## src/rtl/core/ttfm_pkg.sv

```systemverilog
// ----------------------------------------------------------------------------
// ttfm_pkg - thermal throttle and fan manager shared definitions
// Thresholds, register indexes, widths and the structs passed between the
// clock target unit, the state unit and the top level.
// ----------------------------------------------------------------------------
package ttfm_pkg;

	// field widths
	localparam int TEMP_IN_W  = 9;
	localparam int TEMP_W     = 8;
	localparam int MHZ_W      = 12;
	localparam int FAN_W      = 7;
	localparam int SUBMIT_W   = 32;
	localparam int CNT_OUT_W  = 32;

	// default width of the event counters
	localparam int COUNT_WIDTH_DEF = 32;

	// configuration register indexes
	localparam int CFG_IDX_W = 1;
	localparam logic [CFG_IDX_W-1:0] REG_BASE_CLOCK  = 1'b0;
	localparam logic [CFG_IDX_W-1:0] REG_BOOST_CLOCK = 1'b1;

	// configuration reset values
	localparam logic [MHZ_W-1:0] BASE_CLOCK_RST  = 12'd1000;
	localparam logic [MHZ_W-1:0] BOOST_CLOCK_RST = 12'd2000;

	// temperature thresholds in degrees C
	localparam logic [TEMP_W-1:0] TEMP_CLAMP_MAX    = 8'd150;
	localparam logic [TEMP_W-1:0] TEMP_EMERGENCY    = 8'd105;
	localparam logic [TEMP_W-1:0] TEMP_THROTTLE_ON  = 8'd85;
	localparam logic [TEMP_W-1:0] TEMP_THROTTLE_OFF = 8'd80;

	// clock scaling: percent steps of ten, so the scale is steps / 10
	localparam int PCT_FULL        = 100;
	localparam int PCT_FLOOR       = 30;
	localparam int PCT_STEP        = 10;
	localparam int CLK_STEPS_MAX   = PCT_FULL / PCT_STEP;
	localparam int CLK_STEPS_MIN   = PCT_FLOOR / PCT_STEP;

	// submissions needed since the last recompute before boosting above base
	localparam logic [SUBMIT_W-1:0] LIGHT_LOAD_SUBMITS = 32'd10;

	// clock target result
	typedef struct packed {
		logic [MHZ_W-1:0] target;
		logic             update;
		logic             reject;
	} calc_t;

	// one result beat before packing
	typedef struct packed {
		logic [TEMP_W-1:0]    max_temp_c;
		logic                 emergency_halt;
		logic                 throttle_on;
		logic [MHZ_W-1:0]     gpu_clock_mhz;
		logic                 clock_rejected;
		logic [FAN_W-1:0]     fan_percent;
		logic [CNT_OUT_W-1:0] throttle_events;
		logic [CNT_OUT_W-1:0] throttle_exits;
		logic [CNT_OUT_W-1:0] emergency_events;
		logic [CNT_OUT_W-1:0] clock_changes;
		logic [CNT_OUT_W-1:0] fan_changes;
	} result_t;

endpackage

```

## src/rtl/core/ttfm_clock_calc.sv

```systemverilog
// ----------------------------------------------------------------------------
// ttfm_clock_calc - clock target computation
// Scales the boost clock by the throttle percentage, caps it at base under
// light load and checks it against the base..boost window.
// ----------------------------------------------------------------------------
module ttfm_clock_calc (
	input  logic [ttfm_pkg::TEMP_W-1:0]   temp_c,
	input  logic [ttfm_pkg::SUBMIT_W-1:0] submit_count,
	input  logic [ttfm_pkg::SUBMIT_W-1:0] submits_seen,
	input  logic [ttfm_pkg::MHZ_W-1:0]    clock_now,
	input  logic [ttfm_pkg::MHZ_W-1:0]    base_clock_mhz,
	input  logic [ttfm_pkg::MHZ_W-1:0]    boost_clock_mhz,
	output ttfm_pkg::calc_t               calc
);
	import ttfm_pkg::*;

	localparam int SCALED_W = 16;
	// floor(x / 10) = (x * 52429) >> 19 for x below 43690
	localparam logic [SCALED_W-1:0] DIV10_RECIP = 16'd52429;
	localparam int DIV10_SHIFT = 19;
	localparam logic [TEMP_W-1:0] TEMP_AT_FLOOR =
		TEMP_THROTTLE_ON + TEMP_W'(CLK_STEPS_MAX - CLK_STEPS_MIN);
	localparam logic [TEMP_W-1:0] TEMP_STEP_BASE = TEMP_THROTTLE_ON + TEMP_W'(CLK_STEPS_MAX);

	logic                     throttled;
	logic [3:0]               steps;
	logic [SCALED_W-1:0]      boost_w;
	logic [SCALED_W-1:0]      scaled;
	logic [2*SCALED_W-1:0]    prod;
	logic [MHZ_W-1:0]         quot;
	logic [MHZ_W-1:0]         raw_target;
	logic [SUBMIT_W-1:0]      submit_delta;
	logic                     light_load;
	logic [MHZ_W-1:0]         target;
	logic                     out_of_range;
	logic                     differs;

	// tenths of boost kept, one step less per degree over the throttle point
	always_comb begin
		throttled = (temp_c >= TEMP_THROTTLE_ON);
		if (temp_c >= TEMP_AT_FLOOR) begin
			steps = 4'(CLK_STEPS_MIN);
		end else begin
			steps = 4'(TEMP_STEP_BASE - temp_c);
		end
	end

	// boost times steps by shifts, adds and one subtract
	assign boost_w = SCALED_W'(boost_clock_mhz);

	always_comb begin
		unique case (steps)
			4'd3:    scaled = (boost_w << 1) + boost_w;
			4'd4:    scaled = boost_w << 2;
			4'd5:    scaled = (boost_w << 2) + boost_w;
			4'd6:    scaled = (boost_w << 2) + (boost_w << 1);
			4'd7:    scaled = (boost_w << 3) - boost_w;
			4'd8:    scaled = boost_w << 3;
			4'd9:    scaled = (boost_w << 3) + boost_w;
			4'd10:   scaled = (boost_w << 3) + (boost_w << 1);
			default: scaled = '0;
		endcase
	end

	// divide by ten through the reciprocal
	assign prod = {{SCALED_W{1'b0}}, scaled} * {{SCALED_W{1'b0}}, DIV10_RECIP};
	assign quot = prod[DIV10_SHIFT +: MHZ_W];

	// light load cap and window check
	always_comb begin
		raw_target   = throttled ? quot : boost_clock_mhz;
		submit_delta = submit_count - submits_seen;
		light_load   = (submit_delta < LIGHT_LOAD_SUBMITS);
		if (light_load && (raw_target > base_clock_mhz)) begin
			target = base_clock_mhz;
		end else begin
			target = raw_target;
		end
		out_of_range = (target < base_clock_mhz) || (target > boost_clock_mhz);
		differs      = (target != clock_now);
		calc.target  = target;
		calc.update  = differs && !out_of_range;
		calc.reject  = differs && out_of_range;
	end

endmodule

```

## src/rtl/core/ttfm_state.sv

```systemverilog
// ----------------------------------------------------------------------------
// ttfm_state - throttle, clock, fan and counter state
// Applies one temperature tick to the hysteresis flag, tracked clock, fan
// duty and event counters, and presents the values after the tick.
// ----------------------------------------------------------------------------
module ttfm_state #(
	parameter int COUNT_WIDTH = ttfm_pkg::COUNT_WIDTH_DEF
) (
	input  logic                          clk,
	input  logic                          arst_n,
	input  logic                          advance,
	input  logic [ttfm_pkg::TEMP_W-1:0]   temp_c,
	input  logic [ttfm_pkg::SUBMIT_W-1:0] submit_count,
	input  logic [ttfm_pkg::MHZ_W-1:0]    base_clock_mhz,
	input  logic [ttfm_pkg::MHZ_W-1:0]    boost_clock_mhz,
	output ttfm_pkg::result_t             res
);
	import ttfm_pkg::*;

	localparam int CNT_NUM      = 5;
	localparam int CNT_THROTTLE = 0;
	localparam int CNT_EXIT     = 1;
	localparam int CNT_EMERG    = 2;
	localparam int CNT_CLOCK    = 3;
	localparam int CNT_FAN      = 4;

	localparam logic [TEMP_W-1:0] FAN_T_LOW  = 8'd50;
	localparam logic [TEMP_W-1:0] FAN_T_MID  = 8'd70;
	localparam logic [FAN_W-1:0]  FAN_IDLE   = 7'd20;
	localparam logic [FAN_W-1:0]  FAN_MID    = 7'd60;
	localparam logic [FAN_W-1:0]  FAN_FULL   = 7'd100;
	localparam logic [7:0]        FAN_BAND   = 8'd5;
	// floor(x / 3) = (x * 43) >> 7 for x up to 56
	localparam logic [5:0]        DIV3_RECIP = 6'd43;
	localparam int                DIV3_SHIFT = 7;

	logic                   flag_q;
	logic [MHZ_W-1:0]       clock_q;
	logic [FAN_W-1:0]       fan_q;
	logic [SUBMIT_W-1:0]    seen_q;
	logic [COUNT_WIDTH-1:0] cnt_q    [CNT_NUM];
	logic [COUNT_WIDTH-1:0] cnt_next [CNT_NUM];
	logic [1:0]             cnt_inc  [CNT_NUM];
	logic [CNT_OUT_W-1:0]   cnt_out  [CNT_NUM];

	calc_t                  calc;
	logic                   halt;
	logic                   entry;
	logic                   leave;
	logic                   recompute;
	logic                   flag_next;
	logic [MHZ_W-1:0]       clock_next;
	logic [FAN_W-1:0]       fan_target;
	logic [FAN_W-1:0]       fan_next;
	logic                   fan_update;
	logic [3:0]             mid_deg;
	logic [5:0]             mid_x4;
	logic [11:0]            mid_prod;

	ttfm_clock_calc u_clock_calc (
		.temp_c          (temp_c),
		.submit_count    (submit_count),
		.submits_seen    (seen_q),
		.clock_now       (clock_q),
		.base_clock_mhz  (base_clock_mhz),
		.boost_clock_mhz (boost_clock_mhz),
		.calc            (calc)
	);

	// piecewise fan curve
	always_comb begin
		mid_deg  = 4'(temp_c - FAN_T_MID);
		mid_x4   = {mid_deg, 2'b00};
		mid_prod = 12'(mid_x4) * 12'(DIV3_RECIP);
		if (temp_c < FAN_T_LOW) begin
			fan_target = FAN_IDLE;
		end else if (temp_c < FAN_T_MID) begin
			fan_target = FAN_W'(temp_c - 8'd10);
		end else if (temp_c < TEMP_THROTTLE_ON) begin
			fan_target = FAN_MID + FAN_W'(mid_prod >> DIV3_SHIFT);
		end else if (temp_c < TEMP_EMERGENCY) begin
			fan_target = FAN_W'(temp_c - 8'd5);
		end else begin
			fan_target = FAN_FULL;
		end
	end

	// tick decisions
	always_comb begin
		halt      = (temp_c >= TEMP_EMERGENCY);
		entry     = !halt && (temp_c >= TEMP_THROTTLE_ON) && !flag_q;
		leave     = !halt && (temp_c <= TEMP_THROTTLE_OFF) && flag_q;
		recompute = entry || leave;
		flag_next = entry ? 1'b1 : (leave ? 1'b0 : flag_q);

		clock_next = (recompute && calc.update) ? calc.target : clock_q;

		fan_update = !halt && ((8'(fan_target) > 8'(fan_q) + FAN_BAND) ||
			(8'(fan_q) > 8'(fan_target) + FAN_BAND));
		fan_next   = fan_update ? fan_target : fan_q;

		// entry counts once for itself and once for the throttled recompute
		cnt_inc[CNT_THROTTLE] = halt ? 2'd1 : (entry ? 2'd2 : 2'd0);
		cnt_inc[CNT_EXIT]     = {1'b0, leave};
		cnt_inc[CNT_EMERG]    = {1'b0, halt};
		cnt_inc[CNT_CLOCK]    = {1'b0, recompute && calc.update};
		cnt_inc[CNT_FAN]      = {1'b0, fan_update};
	end

	// counters and their low output bits
	for (genvar i = 0; i < CNT_NUM; i++) begin : g_cnt
		assign cnt_next[i] = cnt_q[i] + COUNT_WIDTH'(cnt_inc[i]);
		if (COUNT_WIDTH >= CNT_OUT_W) begin : g_cut
			assign cnt_out[i] = cnt_next[i][CNT_OUT_W-1:0];
		end else begin : g_ext
			assign cnt_out[i] = {{(CNT_OUT_W-COUNT_WIDTH){1'b0}}, cnt_next[i]};
		end

		always_ff @(posedge clk or negedge arst_n) begin
			if (!arst_n) begin
				cnt_q[i] <= '0;
			end else if (advance) begin
				cnt_q[i] <= cnt_next[i];
			end
		end
	end

	// flag, clock, fan and submission marker
	always_ff @(posedge clk or negedge arst_n) begin
		if (!arst_n) begin
			flag_q  <= 1'b0;
			clock_q <= '0;
			fan_q   <= '0;
			seen_q  <= '0;
		end else if (advance) begin
			flag_q  <= flag_next;
			clock_q <= clock_next;
			fan_q   <= fan_next;
			if (recompute) begin
				seen_q <= submit_count;
			end
		end
	end

	// values after the tick
	always_comb begin
		res.max_temp_c       = temp_c;
		res.emergency_halt   = halt;
		res.throttle_on      = flag_next;
		res.gpu_clock_mhz    = clock_next;
		res.clock_rejected   = recompute && calc.reject;
		res.fan_percent      = fan_next;
		res.throttle_events  = cnt_out[CNT_THROTTLE];
		res.throttle_exits   = cnt_out[CNT_EXIT];
		res.emergency_events = cnt_out[CNT_EMERG];
		res.clock_changes    = cnt_out[CNT_CLOCK];
		res.fan_changes      = cnt_out[CNT_FAN];
	end

endmodule

```

## src/rtl/core/thermal_throttle_fan_manager.sv

```systemverilog
// ----------------------------------------------------------------------------
// thermal_throttle_fan_manager - thermal throttle and fan control
// Takes temperature ticks and returns throttle, clock, fan and event status.
// ----------------------------------------------------------------------------
// Usage:
//   s_axis carries one tick per beat: edge and junction temperatures and the
//   running submission count. m_axis returns one status beat per tick:
//   hottest clamped temperature, emergency halt, throttle flag, tracked
//   clock, clock reject, fan duty and five wrapping event counters.
//   cfg_wr_en/cfg_index/cfg_wdata write the base and boost clocks; write
//   them only while no tick is in flight.
//   Path: a tick accepted on s_axis is captured in the input stage, and its
//   status beat is registered in the output register and shown on m_axis
//   once the output register is free or draining.
//   Throughput: one tick per cycle while m_axis is not stalled; the state of
//   each tick is updated in the same cycle that moves it from the input stage to the output register.
//   Reset clears all state and counters, the clock and fan to zero, and sets
//   base to 1000 MHz and boost to 2000 MHz.
//   When m_axis stalls the output register holds its beat; the input stage
//   still takes one more tick, then s_axis_tready drops until the output
//   frees up.
// ----------------------------------------------------------------------------
module thermal_throttle_fan_manager #(
	parameter int COUNT_WIDTH = ttfm_pkg::COUNT_WIDTH_DEF
) (
	input  logic                           clk,
	input  logic                           arst_n,
	// configuration write port
	input  logic                           cfg_wr_en,
	input  logic [ttfm_pkg::CFG_IDX_W-1:0] cfg_index,
	input  logic [ttfm_pkg::MHZ_W-1:0]     cfg_wdata,
	// tick input
	input  logic                           s_axis_tvalid,
	output logic                           s_axis_tready,
	// edge_temp_c[8:0], junction_temp_c[17:9], submit_count[49:18], zero pad
	input  logic [55:0]                    s_axis_tdata,
	// status output
	output logic                           m_axis_tvalid,
	input  logic                           m_axis_tready,
	// max_temp_c[7:0], emergency_halt[8], throttle_on[9], gpu_clock_mhz[21:10],
	// clock_rejected[22], fan_percent[29:23], throttle_events[61:30],
	// throttle_exits[93:62], emergency_events[125:94], clock_changes[157:126],
	// fan_changes[189:158], zero pad
	output logic [191:0]                   m_axis_tdata
);
	import ttfm_pkg::*;

	logic [MHZ_W-1:0]     base_q;
	logic [MHZ_W-1:0]     boost_q;

	logic                 valid_s1;
	logic [TEMP_IN_W-1:0] edge_s1;
	logic [TEMP_IN_W-1:0] junction_s1;
	logic [SUBMIT_W-1:0]  submit_s1;

	logic                 out_valid_q;
	logic [191:0]         out_data_q;

	logic                 advance;
	logic [TEMP_W-1:0]    edge_clamped;
	logic [TEMP_W-1:0]    junction_clamped;
	logic [TEMP_W-1:0]    max_temp;
	result_t              res;

	// clamp a signed reading to 0..150
	function automatic logic [TEMP_W-1:0] clamp_temp(input logic [TEMP_IN_W-1:0] raw);
		logic [TEMP_W-1:0] v;
		v = raw[TEMP_W-1:0];
		if (raw[TEMP_IN_W-1]) begin
			return '0;
		end else if (v > TEMP_CLAMP_MAX) begin
			return TEMP_CLAMP_MAX;
		end else begin
			return v;
		end
	endfunction

	// configuration registers
	always_ff @(posedge clk or negedge arst_n) begin
		if (!arst_n) begin
			base_q  <= BASE_CLOCK_RST;
			boost_q <= BOOST_CLOCK_RST;
		end else if (cfg_wr_en) begin
			unique case (cfg_index)
				REG_BASE_CLOCK:  base_q  <= cfg_wdata;
				REG_BOOST_CLOCK: boost_q <= cfg_wdata;
				default: ;
			endcase
		end
	end

	// handshake: a tick moves on when the output register is free or draining
	assign advance       = valid_s1 && (!out_valid_q || m_axis_tready);
	assign s_axis_tready = !valid_s1 || advance;

	// input stage
	always_ff @(posedge clk or negedge arst_n) begin
		if (!arst_n) begin
			valid_s1 <= 1'b0;
		end else if (s_axis_tready) begin
			valid_s1 <= s_axis_tvalid;
		end
	end

	always_ff @(posedge clk) begin
		if (s_axis_tready && s_axis_tvalid) begin
			edge_s1     <= s_axis_tdata[8:0];
			junction_s1 <= s_axis_tdata[17:9];
			submit_s1   <= s_axis_tdata[49:18];
		end
	end

	// hottest clamped reading
	always_comb begin
		edge_clamped     = clamp_temp(edge_s1);
		junction_clamped = clamp_temp(junction_s1);
		max_temp = (junction_clamped > edge_clamped) ? junction_clamped : edge_clamped;
	end

	ttfm_state #(
		.COUNT_WIDTH (COUNT_WIDTH)
	) u_state (
		.clk             (clk),
		.arst_n          (arst_n),
		.advance         (advance),
		.temp_c          (max_temp),
		.submit_count    (submit_s1),
		.base_clock_mhz  (base_q),
		.boost_clock_mhz (boost_q),
		.res             (res)
	);

	// output register
	always_ff @(posedge clk or negedge arst_n) begin
		if (!arst_n) begin
			out_valid_q <= 1'b0;
		end else if (advance) begin
			out_valid_q <= 1'b1;
		end else if (m_axis_tready) begin
			out_valid_q <= 1'b0;
		end
	end

	always_ff @(posedge clk) begin
		if (advance) begin
			out_data_q <= {2'b00,
				res.fan_changes,
				res.clock_changes,
				res.emergency_events,
				res.throttle_exits,
				res.throttle_events,
				res.fan_percent,
				res.clock_rejected,
				res.gpu_clock_mhz,
				res.throttle_on,
				res.emergency_halt,
				res.max_temp_c};
		end
	end

	assign m_axis_tvalid = out_valid_q;
	assign m_axis_tdata  = out_data_q;

endmodule
```

## config.mk

```make
export PLATFORM = sky130hd
export DESIGN_NAME = thermal_throttle_fan_manager
export DESIGN_NICKNAME = d
export VERILOG_FILES = /design/src/rtl/core/ttfm_pkg.sv /design/src/rtl/core/ttfm_clock_calc.sv /design/src/rtl/core/ttfm_state.sv /design/src/rtl/core/thermal_throttle_fan_manager.sv
export SDC_FILE = /design/constraint.sdc
export NUM_CORES = 1
export LEC_CHECK = 0
export ABC_AREA = 1
export BUFFER_PORTS_ARGS = -buffer_cell sky130_fd_sc_hd__buf_2
export CORE_ASPECT_RATIO = 1.75
export CORE_MARGIN = 2
export CORE_UTILIZATION = 44
export CTS_BUF_LIST = sky130_fd_sc_hd__clkbuf_2 sky130_fd_sc_hd__clkbuf_4 sky130_fd_sc_hd__clkbuf_8
export DETAILED_ROUTE_END_ITERATION = 8
export PLACE_DENSITY = 0.67
export REMOVE_ABC_BUFFERS = 1
export SYNTH_ARGS = -nofsm -noshare
export SYNTH_HDL_FRONTEND = slang
export SYNTH_SLANG_ARGS = --single-unit
```

## constraint.sdc

```tcl
create_clock -name clk -period 17.69 [get_ports clk]
set_input_delay 0 -clock clk [delete_from_list [all_inputs] [get_ports clk]]
set_output_delay 0 -clock clk [all_outputs]
set_load 0.02 [all_outputs]
```

* After elaboration in Yosys (flattened, before gate mapping) *
Cells that the tools add are included.

storage, ports and cells
  bits in registers = 478
  latch bits = 0
  RAM bits = 0
  memories = 0
  bits in read-only memories = 0
  logic and storage cells = 112

cells by class
  eq/ne operators = 9
  order comparisons = 17
  shift operators = 0
  mux-type cells = 21
  reduce and logical (&&, ||, !) cells = 26
  div/mod/pow operators = 0
  add/sub/neg operators = 19
  bitwise logic cells = 1
  $mul = 2

operators by type and width
  cell                      number
  $add A32 B1 Y32           4
  $pmux W16 S8              1
  $mux W8                   5
  $mux W12                  3
  $mux W7                   5
  $add A32 B2 Y32           1
  $lt A32 B4 Y1 const B     1
  $sub A32 B32 Y32          1
  $mul A16 B16 Y31 const B  1
  $ge A8 B7 Y1 const B      3
  $gt A12 B12 Y1            2
  $lt A8 B7 Y1 const B      3
  $add A15 B12 Y16          1
  $add A15 B13 Y16          1
  $add A7 B3 Y8 const B     2
  $eq A4 B3 Y1 const B      4
  $gt A7 B8 Y1              2
  $gt A8 B8 Y1 const B      2
  $sub A15 B12 Y16          1
  $add A14 B12 Y15          1
  $add A14 B13 Y15          1
  $add A13 B12 Y14          1
  $eq A4 B4 Y1 const B      3
  $logic_and A1 B1 Y1       12
  20 further kinds          34

* Longest topological paths before layout *
Gate-level depths: netlist (run 1).

  depth in word-level cells = 20
  depth in mapped cells = 106

* Cells and area by module *
A second synthesis (run 1) with hierarchy kept.

unflattened totals
  cell total of the unflattened synthesis = 3,866
  area total of the unflattened synthesis = 33,104.2 um^2

modules (own cells, without submodules)
  module                        area each (um^2)  cells an instance  instances
  ttfm_state                    13,050.0          1,628              1
  ttfm_clock_calc               11,308.3          1,785              1
  thermal_throttle_fan_manager  8,745.9           453                1

* Worst setup path before layout (run 1) *
No wires, ideal clock.

  path type = reg2reg
  from = register edge_s1[2]
  to = register out_data_q[157], in the netlist m_axis_tdata[157], data pin
  arrival time = 13.719 ns
  period minus slack after synthesis = 13.983 ns
  slack = 3.707 ns
  cell stages (with the launch flop) = 99
  required time = 17.426 ns
  path through = edfxtp_1 > nand3_1 > nand2_1 > nand2_1 > nand2_1 > nand2_1 > nand2_1 > nor2_1 > inv_1 > ha_1 > nand2_1 > inv_2 > nand2_1 > nand2_1 > nand2_1 > nand2_2 > nand2_2 > buf_8 > (+63 left out) > inv_1 > ha_1 > nand3_1 > nor3_1 > inv_1 > nor2_1 > inv_1 > nor3_1 > nand4_1 > nor3_1 > nand3_1 > nor3_1 > nand3_1 > nor3_1 > nand4_1 > nor2_1 > nand4_1 > xor2_1

RTL lines
  item                    RTL line                             RTL
  from (decl)             thermal_throttle_fan_manager.sv:52   logic [TEMP_IN_W-1:0] edge_s1;
  from (signal assigned)  thermal_throttle_fan_manager.sv:107  edge_s1 <= s_axis_tdata[8:0];
  to (signal assigned)    thermal_throttle_fan_manager.sv:146  out_data_q <= {2'b00,
  to (decl)               thermal_throttle_fan_manager.sv:57   logic [191:0] out_data_q;

==> results of run 1 <==
## logic make-up after synthesis
group                    after synthesis
multiplexers                           1
AO/OA/AOI/OAI                        495
flip-flops                           478
buffers and inverters                634
XOR/XNOR                             210
AND/OR/NAND/NOR                     1411
other                                  1
adder cells (fa/ha/maj)              371
## routing by layer
metal | up-vias | track usage, %
met5 | - | 0
met1 | 12100 | 22.7
met3 | 256 | 3.81
met2 | 738 | 43.8
li1 | 12700 | -
met4 | 0 | 15.7
## what timing repair did
item,4_1_cts,5_1_grt
gates resized for setup,0,11
endpoints found under the hold margin,167,0
endpoints found under the setup margin,0,19
buffers inserted,0,4
hold buffers,116,0
## flip-flops by register name (all words and copies together), names as in the netlist
signal	cells
u_state.fan_q	7
u_state.seen_q	32
m_axis_tvalid	1
boost_q	12
edge_s1	9
base_q	12
u_state.clock_q	12
submit_s1	32
u_state.cnt_q	160
m_axis_tdata	190
junction_s1	9
u_state.flag_q	1
valid_s1	1
## metrics by stage
stage / hold slack [ps] / util, % / cells
floorplan: -296 / - / 3537
global placement: 54.1 / 48.0 / 4766
detailed placement: 37.6 / 48.0 / 4766
CTS: 1.28 / 51.9 / 5022
global route: 24.2 / 52.1 / 5028
finish: 43.6 / 52.1 / 5028
## cell usage after synthesis, types with 30 or more instances
cell type	instances
nor3_1	56
fa_1	88
xor2_1	180
nand2_1	822
xnor2_1	30
nand3_1	133
clkbuf_1	47
nor2_1	205
nand4_1	55
a21oi_1	170
edfxtp_1	240
ha_1	283
nand2_2	34
inv_1	552
dfrtp_1	226
o21ai_0	195
## layout make-up
type	count	share of cell area [%]
flip-flops and latches	478	35.3
well taps	924	3.10
clock inverters	27	0.697
diodes	2	0.0134
multi-input cells	2490	43.7
clock buffers	113	3.73
inverters	569	5.76
repair buffers	425	7.73
## worst min-delay path by stage
stage	startpoint	endpoint	slack, ps	cells after the start
4_1_cts	s_axis_tdata[8]	edge_s1[8]	1	2
6_report	s_axis_tdata[41]	submit_s1[23]	40	2
3_3_place_gp	arst_n	u_state.cnt_q[63]	50	1
5_1_grt	s_axis_tdata[41]	submit_s1[23]	20	2
2_1_floorplan	arst_n	base_q[0]	-300	0
3_5_place_dp	arst_n	u_state.cnt_q[61]	40	1
==> results.toml, run 1 <==
[layout]
area_growth_pct = 17.2
mostFrequentLayoutCell = "nand2_1"
layout.nets = 4484
fin_area_mm2 = 0.0373
regArea_mm2 = 0.0132
multi_input_area_mm2 = 0.0163
fillCellCount = 6614
drive_gt1_share_pct = 14.3
mostFrequentLayoutCells = "nand2_1 (819), inv_1 (550), ha_1 (282), buf_2 (258), edfxtp_1 (240)"

[worst_setup_path]
crit_slowest_cell = "fa_1"
cp-start-kind = "flip-flop"
cpMostUsedCell = "nand2_1"
endpoint = "u_state.cnt_q[63]"
worstRegToRegCells = 94
arrival_ps = 16870
setup.worst_path.start = "edge_s1[3]"
worstPathRequired_ps = 18250
critPathKind = "reg2reg"
reg2reg_slack_ps = 1380
reg2reg_from = "edge_s1[3]"
crit_fanout = 11
crit_path_end_kind = "flip-flop"
cp.depth = 94
cpPeakStageDelay_ps = 620
rr_endpoint = "u_state.cnt_q[63]"
cp_num_buf_inv = 13
cpLargestDelayFamily = "simple AND/OR/NAND/NOR gates"

[die]
rows = 130
chipHeight_um = 360
ioPinCount = 268
initial_utilization_pct = 44.4
coreArea_mm2 = 0.0717
die_w_um = 207
die-area_mm2 = 0.0747

[routing]
vias = 25800
post_drt_wl_per_cell_um = 17.1
dr_wl_met2_mm = 45.6
first_pass_iters = 5
drc = 0
top_layer = "met4"
drt_iter0_markers = 1374
postRouteAntennaNets = 0
wirelength_mm = 85.8
m1WireLength_mm = 30.2
viasPerCell = 5.12
wl_met3_mm = 3.83

[sta]
worstMarginPinSlew_ps = 1040
finClkSkew_ps = 48.7
fmax_mhz = 61.3
hold_viol_final = 0
report.final.setup_viol = 0
setup-tns-final_ps = 0
relSlewSlack_pct = 30.4
post-route-period-util_pct = 92.2
setup_ws_ps = 1380
rsz0062_at_grt = "false"
finalMaxSlewViolations = 0
period_minus_slack_ps = 16310

[synth]
yosysTopAreaCell = "edfxtp_1"
synth_fa_ha_area_share_pct = 16.6
synthTopCellsByArea = "edfxtp_1 (23%), dfrtp_1 (18%), ha_1 (11%)"
synth_top_cell_area_share_pct = 22.6
seq_area_frac_synth_pct = 41.4
netlist_instances = 3601
synth_top_family_by_area = "simple AND/OR/NAND/NOR gates"
syn_area_per_cell_um2 = 8.85
yosysWarnings = 0
async_reset_ff_share_pct = 49.8
synth.distinct_cells = 73
synthFlopType = "edfxtp_1"
syn-cell-area_mm2 = 0.0319
synth-edff-count = 240
synth_mux_area_share_pct = 0.0353
synth_compound_area_share_pct = 8.94
ys_ff_latch = 478
synth-xor-area-share_pct = 5.77
synthSimpleGateAreaFrac_pct = 19.6

[clock_tree]
cts_tree = "built"
cts.clk_slew.worst_paths_ps = 70
root_buffer = "clkbuf_8"
htreeDepth = 3
clock_latency_ps = 730
cts_made_buffers = 75
cts_sinks = 478
clockBufferDepth = 3

[global_routing]
grt_pass1_vias = 26700
grtUsageTotal_pct = 23.1
antenna_found_initial = 2
grt_max_degree = 249
grt_pass1_wl_mm = 136
grt_overflow = 0

[placed_design]
place_hpwl_mm = 65.3
globalplace.congestion = 0.934
port_buffers = 259
placed_cell_area_mm2 = 0.0344
place_ws_ps = 861

[worst_hold_path]
hold_class = "in2reg"

[job]
drv_cap = 0

[outcome]
status = "finished, final reports clean"
Power of run 1 is not shown: default switching activity piles up to over one toggle a cycle in this logic, so the estimate is an artifact.
==> run 2, diff against run 1 <==
--- a/config.mk
+++ b/config.mk
@@ -13,6 +13,7 @@
 export CTS_BUF_LIST = sky130_fd_sc_hd__clkbuf_2 sky130_fd_sc_hd__clkbuf_4 sky130_fd_sc_hd__clkbuf_8
 export DETAILED_ROUTE_END_ITERATION = 8
 export PLACE_DENSITY = 0.67
+export RECOVER_POWER = 100
 export REMOVE_ABC_BUFFERS = 1
 export SYNTH_ARGS = -nofsm -noshare
 export SYNTH_HDL_FRONTEND = slang
==> results.toml, run 2 (synthesized netlist as in run 1, its figures left out) <==
[outcome]
status = "complete, but fails checks"
violations = "max-capacitance violations, max-slew violations"

[routing]
post_drt_wl_per_cell_um = 17.1
wirelength_mm = 86.0
postRouteAntennaNets = 0
first_pass_iters = 5
vias = 25700
drt_iter0_markers = 1298
drc = 0
viasPerCell = 5.11

[die]
rows = 130
initial_utilization_pct = 44.4
coreArea_mm2 = 0.0717
die_w_um = 207
ioPinCount = 268
chipHeight_um = 360
die-area_mm2 = 0.0747

[sta]
worstMarginPinSlew_ps = 9860
relSlewSlack_pct = -557
finClkSkew_ps = 47.2
finalMaxSlewViolations = 734
setup-tns-final_ps = 0
post-route-period-util_pct = 91.9
report.final.setup_viol = 0
fmax_mhz = 61.5
period_minus_slack_ps = 16260
rsz0062_at_grt = "false"
hold_viol_final = 0

[worst_setup_path]
crit_path_end_kind = "flip-flop"
worstRegToRegCells = 91
worstPathRequired_ps = 18250
cpMostUsedCell = "nand2_1"
cpPeakStageDelay_ps = 570
reg2reg_slack_ps = 1430
crit_fanout = 11
critPathKind = "reg2reg"
crit_slowest_cell = "fa_1"
arrival_ps = 16820
cp-start-kind = "flip-flop"
reg2reg_from = "edge_s1[3]"
rr_endpoint = "u_state.cnt_q[63]"

[global_routing]
grt_pass1_vias = 26700
grt_max_degree = 249
grt_overflow = 0
antenna_found_initial = 2
grt_pass1_wl_mm = 136
grtUsageTotal_pct = 23.1

[worst_hold_path]
holdPathEnd = "submit_s1[23]"
holdPathStages = 2
hold_class = "in2reg"
worstHoldStart = "s_axis_tdata[41]"

[clock_tree]
cts_sinks = 478
cts_made_buffers = 75
cts_tree = "built"
clockBufferDepth = 3
htreeDepth = 3
cts.clk_slew.worst_paths_ps = 70
clock_latency_ps = 720
root_buffer = "clkbuf_8"

[placed_design]
globalplace.congestion = 0.934
port_buffers = 259
place_hpwl_mm = 65.3

[layout]
fillCellCount = 6726
regArea_mm2 = 0.0132
area_growth_pct = 16.1
mostFrequentLayoutCells = "nand2_1 (821), inv_1 (552), ha_1 (282), edfxtp_1 (240), dfrtp_1 (226)"
mostFrequentLayoutCell = "nand2_1"
largest_reg_flops = 190
multi_input_area_mm2 = 0.0163
layout.nets = 4484
drive_gt1_share_pct = 8.87

[job]
drv_cap = 8
run 2: stage by stage:
| stage | worst slack, ps | utilization [%] | area [um^2] | hold slack (ps) | instances |
|---|---|---|---|---|---|
| after floorplan | 2790 | - | 31600 | -296 | 3537 |
| after global placement | 897 | 48.0 | 34400 | 54.1 | 4766 |
| after detailed placement | 861 | 48.0 | 34400 | 37.6 | 4766 |
| after CTS | 818 | 51.9 | 37200 | 1.28 | 5022 |
| after global routing | 10.2 | 51.6 | 37000 | 24.2 | 5028 |
| final | 1430 | 51.6 | 37000 | 46.0 | 5028 |
run 2: per-layer routing:
layer / global-route usage [%] / vias up / wire [um] / part of all wire [%]
li1: - / 12700 / - / -
met1: 22.7 / 12100 / 30400 / 35
met2: 43.8 / 694 / 45600 / 53
met3: 3.81 / 249 / 3780 / 4.4
met4: 15.7 / 0 / 6220 / 7.2
met5: 0 / - / 0 / 0
run 2: timing repair:
action | 4_1_cts | 5_1_grt
buffers inserted | 0 | 4
resized for setup | 0 | 11
hold endpoints to repair | 167 | 0
endpoints found under the setup margin | 0 | 19
hold buffers | 116 | 0
run 2: critical path: cells and delay by family (launching register included):
kind | cells | cell delay, ps
buffers and inverters | 10 | 1030
AO/OA/AOI/OAI | 14 | 2850
adder cells (fa/ha/maj) | 11 | 4740
AND/OR/NAND/NOR | 55 | 6880
flip-flops | 1 | 380
XOR/XNOR | 1 | 180
run 2: area by class of cell:
type	instances	area share, %
timing repair buffer	425	6.91
inverter	569	5.80
clock inverter	27	0.703
clock buffer	113	3.76
multi-input combinational	2490	44.1
antenna	2	0.0135
sequential	478	35.6
tap	924	3.12
run 2: worst max-delay path by stage:
stage / to / from / slack (ps)
final: u_state.cnt_q[63] / edge_s1[3] / 1430
after CTS: u_state.cnt_q[63] / edge_s1[1] / 820
after detailed placement: u_state.cnt_q[63] / edge_s1[1] / 860
after global routing: u_state.cnt_q[63] / edge_s1[1] / 10
after global placement: u_state.cnt_q[63] / edge_s1[1] / 900
after floorplan: u_state.cnt_q[63] / edge_s1[2] / 2790
Power of run 2 is left out for the same reason.
